[src/rtl/abe_pkg.sv]
// abe_pkg: shared types, command codes and default sizes of the allocation bitmap engine
// no dependencies; imported by abe_word_op and the top level of the engine

package abe_pkg;

	// field widths of the request and response transactions
	localparam int CMD_W   = 3;
	localparam int INDEX_W = 10;
	localparam int SPAN_W  = 11;
	localparam int COUNT_W = 11;

	// default map geometry
	localparam int MAP_BITS_DEF  = 1024;
	localparam int WORD_BITS_DEF = 32;

	// widest word the per-word unit has to handle
	localparam int WORD_BITS_MAX = 64;
	localparam int WCNT_W        = $clog2(WORD_BITS_MAX) + 1;
	localparam int WPOS_W        = $clog2(WORD_BITS_MAX);

	// request commands
	localparam logic [CMD_W-1:0] CMD_WRITE_BIT   = 3'd0;
	localparam logic [CMD_W-1:0] CMD_WRITE_RANGE = 3'd1;
	localparam logic [CMD_W-1:0] CMD_READ_BIT    = 3'd2;
	localparam logic [CMD_W-1:0] CMD_COUNT       = 3'd3;
	localparam logic [CMD_W-1:0] CMD_FIND        = 3'd4;

	typedef struct packed {
		logic [CMD_W-1:0]   cmd;
		logic [INDEX_W-1:0] bit_index;
		logic [INDEX_W-1:0] range_last;
		logic               bit_value_in;
		logic [SPAN_W-1:0]  span_bits;
	} req_t;

	typedef struct packed {
		logic               read_bit;
		logic [COUNT_W-1:0] bit_count;
		logic               found;
		logic [INDEX_W-1:0] found_index;
	} rsp_t;

	// per-word summary handed from the word unit to the sequencer
	typedef struct packed {
		logic [WCNT_W-1:0] cnt;
		logic              hit;
		logic [WPOS_W-1:0] pos;
		logic              bit_set;
	} word_res_t;

endpackage

[src/rtl/abe_ram.sv]
// abe_ram: generic single-clock ram, one write port and one read port, registered read data
// no dependencies

module abe_ram #(
	parameter int WIDTH = 32,
	parameter int DEPTH = 32,
	localparam int AW = (DEPTH > 1) ? $clog2(DEPTH) : 1
) (
	input  logic             clk,
	input  logic             we,
	input  logic [AW-1:0]    waddr,
	input  logic [WIDTH-1:0] wdata,
	input  logic             re,
	input  logic [AW-1:0]    raddr,
	output logic [WIDTH-1:0] rdata
);

	logic [WIDTH-1:0] mem [DEPTH];

	// write port
	always_ff @(posedge clk) begin
		if (we) begin
			mem[waddr] <= wdata;
		end
	end

	// read port, registered read data
	always_ff @(posedge clk) begin
		if (re) begin
			rdata <= mem[raddr];
		end
	end

endmodule

[src/rtl/abe_word_op.sv]
// abe_word_op: per-word logic of the engine: range mask, updated word, match count,
// lowest match and raw bit test; depends on abe_pkg

module abe_word_op #(
	parameter int WORD_BITS = abe_pkg::WORD_BITS_DEF,
	parameter int BASE_W    = 11
) (
	input  logic [WORD_BITS-1:0] rdata,
	input  logic [BASE_W-1:0]    base,
	input  logic [BASE_W-1:0]    lo,
	input  logic [BASE_W-1:0]    hi,
	input  logic                 value,
	output logic [WORD_BITS-1:0] wdata,
	output abe_pkg::word_res_t   res
);
	import abe_pkg::*;

	localparam int OFF_W = $clog2(WORD_BITS);

	logic [BASE_W-1:0]    lo_diff;
	logic [BASE_W-1:0]    hi_diff;
	logic [OFF_W-1:0]     lo_off;
	logic [OFF_W-1:0]     hi_off;
	logic [WORD_BITS-1:0] mask;
	logic [WORD_BITS-1:0] match;
	logic [WCNT_W-1:0]    cnt;
	logic [WPOS_W-1:0]    pos;

	// offsets of the first and last covered bit inside this word
	always_comb begin
		lo_diff = lo - base;
		hi_diff = hi - base;
		lo_off  = (lo > base) ? lo_diff[OFF_W-1:0] : '0;
		hi_off  = (hi_diff < BASE_W'(WORD_BITS)) ? hi_diff[OFF_W-1:0]
		                                         : OFF_W'(WORD_BITS - 1);
	end

	// covered bits of the word
	always_comb begin
		for (int p = 0; p < WORD_BITS; p++) begin
			mask[p] = (OFF_W'(p) >= lo_off) && (OFF_W'(p) <= hi_off);
		end
	end

	// updated word and matching bits
	assign wdata = value ? (rdata | mask) : (rdata & ~mask);
	assign match = (value ? rdata : ~rdata) & mask;

	// population count of the matches
	always_comb begin
		cnt = '0;
		for (int p = 0; p < WORD_BITS; p++) begin
			cnt = cnt + WCNT_W'(match[p]);
		end
	end

	// lowest matching position
	always_comb begin
		pos = '0;
		for (int p = WORD_BITS - 1; p >= 0; p--) begin
			if (match[p]) begin
				pos = WPOS_W'(p);
			end
		end
	end

	assign res.cnt     = cnt;
	assign res.hit     = |match;
	assign res.pos     = pos;
	assign res.bit_set = |(rdata & mask);

endmodule

[src/rtl/allocation_bitmap_engine.sv]
// allocation_bitmap_engine: top level; request sequencer, bitmap ram and response register
// depends on abe_pkg, abe_ram and abe_word_op
//
// channel  | signals                    | direction | content
// ---------+----------------------------+-----------+-----------------------------------
// req      | req_valid, req_stall, req  | into      | command, index, range, value, span
// rsp      | rsp_valid, rsp_stall, rsp  | out of    | read bit, count, found, found index
//
// one request at a time; a taken request passes the states div, base, walk and done,
// its map words streamed through the ram read port one per cycle during the walk; done
// waits until the response register is free, and the next request is taken once the
// sequencer is back in idle; empty ranges and unknown commands go from idle straight to done
// after reset a clearing pass writes zero to every map word, with req_stall high; a finished
// response waits in its register under rsp_stall while the next request is already taken

module allocation_bitmap_engine #(
	parameter int MAP_BITS  = abe_pkg::MAP_BITS_DEF,
	parameter int WORD_BITS = abe_pkg::WORD_BITS_DEF
) (
	input  logic          clk,
	input  logic          arst_n,
	input  logic          req_valid,
	output logic          req_stall,
	input  abe_pkg::req_t req,
	output logic          rsp_valid,
	input  logic          rsp_stall,
	output abe_pkg::rsp_t rsp
);
	import abe_pkg::*;

	localparam int MAP_WORDS = (MAP_BITS + WORD_BITS - 1) / WORD_BITS;
	localparam int ADDR_W    = (MAP_WORDS > 1) ? $clog2(MAP_WORDS) : 1;
	localparam int BASE_W    = $clog2(MAP_BITS) + 1;
	localparam int EXT_W     = (BASE_W > SPAN_W) ? BASE_W : SPAN_W;
	localparam int WOFF_W    = $clog2(WORD_BITS);
	// word index by reciprocal multiplication, exact for every index below 2**BASE_W
	localparam int DIV_SH    = BASE_W + WOFF_W + 1;
	localparam int RECIP_W   = DIV_SH - WOFF_W + 2;
	localparam logic [RECIP_W-1:0] RECIP = RECIP_W'((1 << DIV_SH) / WORD_BITS + 1);
	localparam int PROD_W    = BASE_W + RECIP_W;

	// sequencer states
	localparam logic [2:0] ST_CLEAR = 3'd0;
	localparam logic [2:0] ST_IDLE  = 3'd1;
	localparam logic [2:0] ST_DIV   = 3'd2;
	localparam logic [2:0] ST_BASE  = 3'd3;
	localparam logic [2:0] ST_WALK  = 3'd4;
	localparam logic [2:0] ST_DONE  = 3'd5;

	logic [2:0]           state_q;
	logic [CMD_W-1:0]     cmd_q;
	logic                 val_q;
	logic [BASE_W-1:0]    lo_q;
	logic [BASE_W-1:0]    hi_q;
	logic [ADDR_W-1:0]    lo_w_q;
	logic [BASE_W-1:0]    base_q;
	logic [ADDR_W-1:0]    addr_q;
	logic                 stop_q;
	logic                 v_s1;
	logic                 last_s1;
	logic [ADDR_W-1:0]    addr_s1;
	logic [BASE_W-1:0]    base_s1;
	logic [COUNT_W-1:0]   cnt_q;
	logic                 fnd_q;
	logic [BASE_W-1:0]    fidx_q;
	logic                 rbit_q;
	logic                 rsp_valid_q;
	rsp_t                 rsp_q;

	logic                 accept;
	logic [EXT_W-1:0]     idx_x;
	logic [EXT_W-1:0]     last_x;
	logic [EXT_W-1:0]     span_x;
	logic [EXT_W-1:0]     map_x;
	logic [EXT_W-1:0]     lo_n;
	logic [EXT_W-1:0]     hi_n;
	logic                 empty_n;
	logic [PROD_W-1:0]    div_prod;
	logic [BASE_W-1:0]    lo_w_ext;
	logic [BASE_W-1:0]    hi_rem;
	logic                 last_issue;
	logic                 rd_en;
	logic                 is_write;
	logic                 we;
	logic [ADDR_W-1:0]    waddr;
	logic [WORD_BITS-1:0] wdata;
	logic [WORD_BITS-1:0] rdata;
	logic [WORD_BITS-1:0] new_word;
	word_res_t            wres;
	logic                 rsp_free;

	assign accept    = req_valid && !req_stall;
	assign req_stall = (state_q != ST_IDLE);
	assign rsp_free  = !rsp_valid_q || !rsp_stall;

	// bit interval a request covers, and whether it covers nothing
	always_comb begin
		idx_x   = EXT_W'(req.bit_index);
		last_x  = EXT_W'(req.range_last);
		span_x  = EXT_W'(req.span_bits);
		map_x   = EXT_W'(MAP_BITS);
		lo_n    = idx_x;
		hi_n    = idx_x;
		empty_n = 1'b1;
		unique case (req.cmd)
			CMD_WRITE_BIT, CMD_READ_BIT: begin
				empty_n = (idx_x >= map_x);
			end
			CMD_WRITE_RANGE: begin
				hi_n    = (last_x >= map_x) ? map_x - EXT_W'(1) : last_x;
				empty_n = (hi_n < idx_x);
			end
			CMD_COUNT, CMD_FIND: begin
				lo_n    = '0;
				hi_n    = ((span_x > map_x) ? map_x : span_x) - EXT_W'(1);
				empty_n = (span_x == '0);
			end
			default: begin
				empty_n = 1'b1;
			end
		endcase
	end

	// word address of the first covered bit, and distance to the last one
	assign div_prod   = PROD_W'(lo_q) * PROD_W'(RECIP);
	assign lo_w_ext   = BASE_W'(lo_w_q);
	assign hi_rem     = hi_q - base_q;
	assign last_issue = (hi_rem < BASE_W'(WORD_BITS));

	assign rd_en    = (state_q == ST_WALK) && !stop_q;
	assign is_write = (cmd_q == CMD_WRITE_BIT) || (cmd_q == CMD_WRITE_RANGE);

	// sequencer and control state
	always_ff @(posedge clk or negedge arst_n) begin
		if (!arst_n) begin
			state_q     <= ST_CLEAR;
			addr_q      <= '0;
			stop_q      <= 1'b0;
			v_s1        <= 1'b0;
			rsp_valid_q <= 1'b0;
		end else begin
			v_s1 <= rd_en;
			// response valid: set when a result is loaded, cleared when taken
			if (state_q == ST_DONE && rsp_free) begin
				rsp_valid_q <= 1'b1;
			end else if (rsp_valid_q && !rsp_stall) begin
				rsp_valid_q <= 1'b0;
			end
			unique case (state_q)
				ST_CLEAR: begin
					addr_q <= addr_q + 1'b1;
					if (addr_q == ADDR_W'(MAP_WORDS - 1)) begin
						state_q <= ST_IDLE;
					end
				end
				ST_IDLE: begin
					if (accept) begin
						state_q <= empty_n ? ST_DONE : ST_DIV;
					end
				end
				ST_DIV: begin
					state_q <= ST_BASE;
				end
				ST_BASE: begin
					addr_q  <= lo_w_q;
					stop_q  <= 1'b0;
					state_q <= ST_WALK;
				end
				ST_WALK: begin
					if (rd_en) begin
						addr_q <= addr_q + 1'b1;
						stop_q <= last_issue;
					end
					if (v_s1 && last_s1) begin
						state_q <= ST_DONE;
					end
				end
				ST_DONE: begin
					if (rsp_free) begin
						state_q <= ST_IDLE;
					end
				end
				default: begin
					state_q <= ST_IDLE;
				end
			endcase
		end
	end

	// request registers, walk position and accumulators
	always_ff @(posedge clk) begin
		addr_s1 <= addr_q;
		base_s1 <= base_q;
		last_s1 <= last_issue;
		if (accept) begin
			cmd_q  <= req.cmd;
			val_q  <= req.bit_value_in;
			lo_q   <= BASE_W'(lo_n);
			hi_q   <= BASE_W'(hi_n);
			cnt_q  <= '0;
			fnd_q  <= 1'b0;
			fidx_q <= '0;
			rbit_q <= 1'b0;
		end
		if (state_q == ST_DIV) begin
			lo_w_q <= div_prod[DIV_SH +: ADDR_W];
		end
		if (state_q == ST_BASE) begin
			base_q <= lo_w_ext * BASE_W'(WORD_BITS);
		end else if (rd_en) begin
			base_q <= base_q + BASE_W'(WORD_BITS);
		end
		if (v_s1) begin
			cnt_q  <= cnt_q + COUNT_W'(wres.cnt);
			rbit_q <= rbit_q | wres.bit_set;
			if (wres.hit && !fnd_q) begin
				fnd_q  <= 1'b1;
				fidx_q <= base_s1 + BASE_W'(wres.pos);
			end
		end
	end

	// response register, each field only for its own command
	always_ff @(posedge clk) begin
		if (state_q == ST_DONE && rsp_free) begin
			rsp_q.read_bit    <= (cmd_q == CMD_READ_BIT) && rbit_q;
			rsp_q.bit_count   <= (cmd_q == CMD_COUNT) ? cnt_q : '0;
			rsp_q.found       <= (cmd_q == CMD_FIND) && fnd_q;
			rsp_q.found_index <= ((cmd_q == CMD_FIND) && fnd_q) ? INDEX_W'(fidx_q) : '0;
		end
	end

	assign rsp_valid = rsp_valid_q;
	assign rsp       = rsp_q;

	// ram write port: clearing pass or write-back of the word in stage one
	assign we    = (state_q == ST_CLEAR) || (v_s1 && is_write);
	assign waddr = (state_q == ST_CLEAR) ? addr_q : addr_s1;
	assign wdata = (state_q == ST_CLEAR) ? '0 : new_word;

	abe_ram #(
		.WIDTH(WORD_BITS),
		.DEPTH(MAP_WORDS)
	) u_map (
		.clk  (clk),
		.we   (we),
		.waddr(waddr),
		.wdata(wdata),
		.re   (rd_en),
		.raddr(addr_q),
		.rdata(rdata)
	);

	abe_word_op #(
		.WORD_BITS(WORD_BITS),
		.BASE_W   (BASE_W)
	) u_word (
		.rdata(rdata),
		.base (base_s1),
		.lo   (lo_q),
		.hi   (hi_q),
		.value(val_q),
		.wdata(new_word),
		.res  (wres)
	);

`ifndef SYNTHESIS
	// a word comes back from the ram only while walking
	a_s1_in_walk: assert property (@(posedge clk) disable iff (!arst_n)
		v_s1 |-> state_q == ST_WALK)
		else $error("word in stage one outside of a walk");

	// the map is written only by the clearing pass or a write command
	a_write_cmd: assert property (@(posedge clk) disable iff (!arst_n)
		we |-> (state_q == ST_CLEAR || cmd_q == CMD_WRITE_BIT || cmd_q == CMD_WRITE_RANGE))
		else $error("map written by a non-write command");

	// reads stay inside the map
	a_rd_range: assert property (@(posedge clk) disable iff (!arst_n)
		rd_en |-> addr_q <= ADDR_W'(MAP_WORDS - 1))
		else $error("read beyond the last map word");

	// no response before the clearing pass is over
	a_clear_quiet: assert property (@(posedge clk) disable iff (!arst_n)
		state_q == ST_CLEAR |-> !rsp_valid)
		else $error("response during the clearing pass");

	// a found index lies inside the searched interval
	a_found_range: assert property (@(posedge clk) disable iff (!arst_n)
		(state_q == ST_DONE && fnd_q) |-> fidx_q <= hi_q)
		else $error("found index beyond the search span");
`endif

endmodule

[config.mk]
export PLATFORM = sky130hd
export DESIGN_NAME = allocation_bitmap_engine
export DESIGN_NICKNAME = d
export VERILOG_FILES = /design/src/rtl/abe_pkg.sv /design/src/rtl/abe_ram.sv /design/src/rtl/abe_word_op.sv /design/src/rtl/allocation_bitmap_engine.sv
export SDC_FILE = /design/constraint.sdc
export NUM_CORES = 2
export LEC_CHECK = 0
export ABC_AREA = 1
export BUFFER_PORTS_ARGS = -buffer_cell sky130_fd_sc_hd__buf_4
export CORE_ASPECT_RATIO = 1.4
export CORE_MARGIN = 5
export CORE_UTILIZATION = 40
export CTS_BUF_LIST = sky130_fd_sc_hd__clkbuf_4
export CTS_CLUSTER_SIZE = 25
export DETAILED_ROUTE_END_ITERATION = 6
export SLEW_MARGIN = 25
export SYNTH_ARGS = -nofsm -noshare
export SYNTH_HDL_FRONTEND = slang
export SYNTH_SLANG_ARGS = --single-unit
export TNS_END_PERCENT = 10
[constraint.sdc]
create_clock -name clk -period 25.6 [get_ports clk]
set_input_delay 1.28 -clock clk [delete_from_list [all_inputs] [get_ports clk]]
set_output_delay 1.28 -clock clk [all_outputs]
set_load 0.05 [all_outputs]
==> impl_metrics.csv <==
group,metric,value,unit
critical_path,crit_type,"reg2reg",
cells_and_area,multiInputGateArea,0.0129,mm^2
logic_synthesis,syn-cell-area,0.0489,mm^2
cells_and_area,seq_area,0.0346,mm^2
cells_and_area,fill_cells,11200,
logic_synthesis,netlist_instances,4037,
logic_synthesis,async_reset_ff_frac,0.00947,
detailed_routing,drc,0,
detailed_routing,vias,33900,
die,start_util,0.403,
logic_synthesis,synth_edf_count,1126,
timing,fin_skew,0.0784,ns
logic_synthesis,synth.distinct_cells,57,
logic_synthesis,synth_common_cells,"edfxtp_1, nor2_1, o21ai_0",
detailed_routing,via_per_inst,5.63,
timing,rsz0062_at_grt,"no",
die,fp.dieW,305,um
logic_synthesis,synthFlopType,"edfxtp_1",
die,ioPinCount,64,
cells_and_area,drive_gt1_frac,0.156,
clock_network,cts_root_buffer,"clkbuf_4",
hold_path,hold_class,"in2reg",
logic_synthesis,synth_nets,4146,
timing,fin_crit,9.03,ns
detailed_routing,wl_per_cell,24.1,um
detailed_routing,ant_nets,0,
clock_network,cts.clk_slew.worst_paths,0.07,ns
logic_synthesis,synth.top_cell.area_share,0.692,
critical_path,arrival,10.00,ns
detailed_routing,first_iter_violations,3151,
job,maxCapViolations,0,
detailed_routing,finalWirelength,145,mm
timing,slew_viol_final,0,
timing,final.setup.tns,0,ns
timing,worst_slew_pin_slew,1.05,ns
critical_path,critPathMaxFanout,11,
placed_design,place_hpwl,79.1,mm
cells_and_area,syn_to_final_growth,12.3,%
logic_synthesis,synthTopCellsByArea,"edfxtp_1, o21ai_0, nor2_1",
grt,overflow,0,
grt,grt_pass1_vias,33600,
logic_synthesis,avgSynthCellArea,12.1,um^2
grt,grt_usage,0.219,
die,num_rows,151,
clock_network,cts_tree,"done",
logic_synthesis,synth_warnings,0,
critical_path,endpoint_kind,"flip-flop",
logic_synthesis,synth.most_common_cell,"edfxtp_1",
grt,grt_pass1_wl,213,mm
die,core_region_area,0.121,mm^2
critical_path,cp-start-kind,"flip-flop",
detailed_routing,firstDrtPassIters,5,
grt,grt_max_degree,197,
placed_design,globalplace.congestion,0.912,
die,die_area,0.129,mm^2
timing,post-route-period-util,0.353,
critical_path,max_stage_delay,0.59,ns
critical_path,required,26.57,ns
clock_network,cts.htree.levels,5,
logic_synthesis,synth_top_area_cell,"edfxtp_1",
logic_synthesis,yosysSeqAreaShare,0.707,
timing,finalSetupViolations,0,
timing,fmax,111,MHz
timing,relSlewSlack,0.301,
placed_design,numPortBuffers,63,
critical_path,critical-path-slowest-cell,"fa_1",
clock_network,clock-sinks,1161,
clock_network,cts_buffer_depth,4,
die,die_h,424,um
clock_network,numCtsBuffers,285,
timing,hold_viol_final,0,
cells_and_area,final_nets,4356,
grt,antenna_found_initial,4,
logic_synthesis,ys_seq_elements,1161,
status,outcome,"finished, final reports clean",
clock_network,clock_latency,1.25,ns
clock_network,postCtsSetupBuffers,0,
per-layer routing:
| metal | track usage | vias up | part of all wire | wire (um) |
|---|---|---|---|---|
| li1 | - | 15300 | - | - |
| met1 | 0.268 | 16800 | 0.38 | 55100 |
| met2 | 0.378 | 1501 | 0.50 | 72900 |
| met3 | 0.0421 | 367 | 0.072 | 10500 |
| met4 | 0.0986 | 0 | 0.046 | 6650 |
| met5 | 0 | - | 0 | 0 |
flip-flops by register name, indices dropped and copies added (netlist names), 6 cells and up:
name	count
base_s1	6
hi_q	11
base_q	6
lo_q	10
rsp	23
u_map.rdata	32
u_map.mem	1024
fidx_q	10
cnt_q	11
what timing repair did:
| item | 4_1_cts | 5_1_grt |
|---|---|---|
| hold buffers | 1 | 0 |
| resized for setup | 0 | 0 |
| endpoints found under the hold margin | 11 | 0 |
metrics by stage:
step                hold slack (ns)  utilization  instance area, um^2  cells  setup WS, ns
floorplan                     0.348            -                48900   4037         17.45
global placement              0.410        0.426                51600   5565         16.61
detailed placement            0.411        0.426                51700   5565         16.52
CTS                           0.141        0.452                54900   6021         16.53
global route                  0.152        0.453                54900   6031         15.83
finish                        0.292        0.453                54900   6031         16.57
worst max-delay path, delay by kind of cell, from the launching register on:
kind / cells / cell delay [ns]
DFF: 1 / 0.35
AOI/OAI and AO/OA: 10 / 1.86
and+or+nand+nor: 7 / 1.09
buffers and inverters: 8 / 0.56
adders and majority gates: 10 / 4.74
xor gates and xnor gates: 1 / 0.15
kinds of logic (layout without fill, tap and decap cells):
family | after synthesis | in the layout | synth area share
other | 0 | 10 | 0
buffers and inverters | 483 | 861 | 0.0372
flip-flops | 1161 | 1161 | 0.707
XOR/XNOR | 21 | 21 | 0.00376
AND/OR/NAND/NOR | 1233 | 1233 | 0.103
AO/OA/AOI/OAI | 1069 | 1069 | 0.127
adder cells (fa/ha/maj) | 70 | 70 | 0.0221
final cells by class:
cell class,count,area share
Clock inverter,65,0.00472
Multi-Input combinational cell,2393,0.236
Tap cell,1606,0.0366
Inverter,254,0.0177
Timing Repair Buffer,152,0.0217
Clock buffer,390,0.0533
Sequential cell,1161,0.630
Antenna cell,10,0.000456
placed cells by master, fill, tap and decap left out, types with 10 or more instances in the layout:
cell type / instances
nor2_1: 633
o21ai_0: 628
clkinv_2: 14
inv_2: 19
ha_1: 43
clkbuf_4: 390
inv_1: 232
o211ai_1: 41
clkinv_1: 51
buf_4: 147
nor2_4: 38
a21oi_2: 28
o22ai_1: 164
nand3_1: 113
o221ai_1: 103
a31oi_1: 13
edfxtp_1: 1126
fa_1: 27
nand2_1: 364
or2_2: 10
nor3_1: 11
diode_2: 10
xnor2_1: 15
a21oi_1: 50
nand4_1: 38
dfxtp_1: 24
worst paths after layout:
| check | depth (start not counted) | endpoint | startpoint | slack, ns |
|---|---|---|---|---|
| worst max-delay path | 36 | cnt_q[9] | base_s1[6] | 16.57 |
| max in group asynchronous | 2 | addr_q[1] | arst_n | 24.94 |
| min in group asynchronous | 2 | addr_q[4] | arst_n | 0.44 |
| worst max register to register | 36 | cnt_q[9] | base_s1[6] | 16.57 |
| worst min-delay path | 1 | cmd_q[0] | req[32] | 0.29 |
| worst min register to register | 0 | base_s1[10] | base_q[10] | 0.43 |
Power is not shown: default switching activity piles up to over one toggle a cycle in this logic, so the estimate is an artifact.
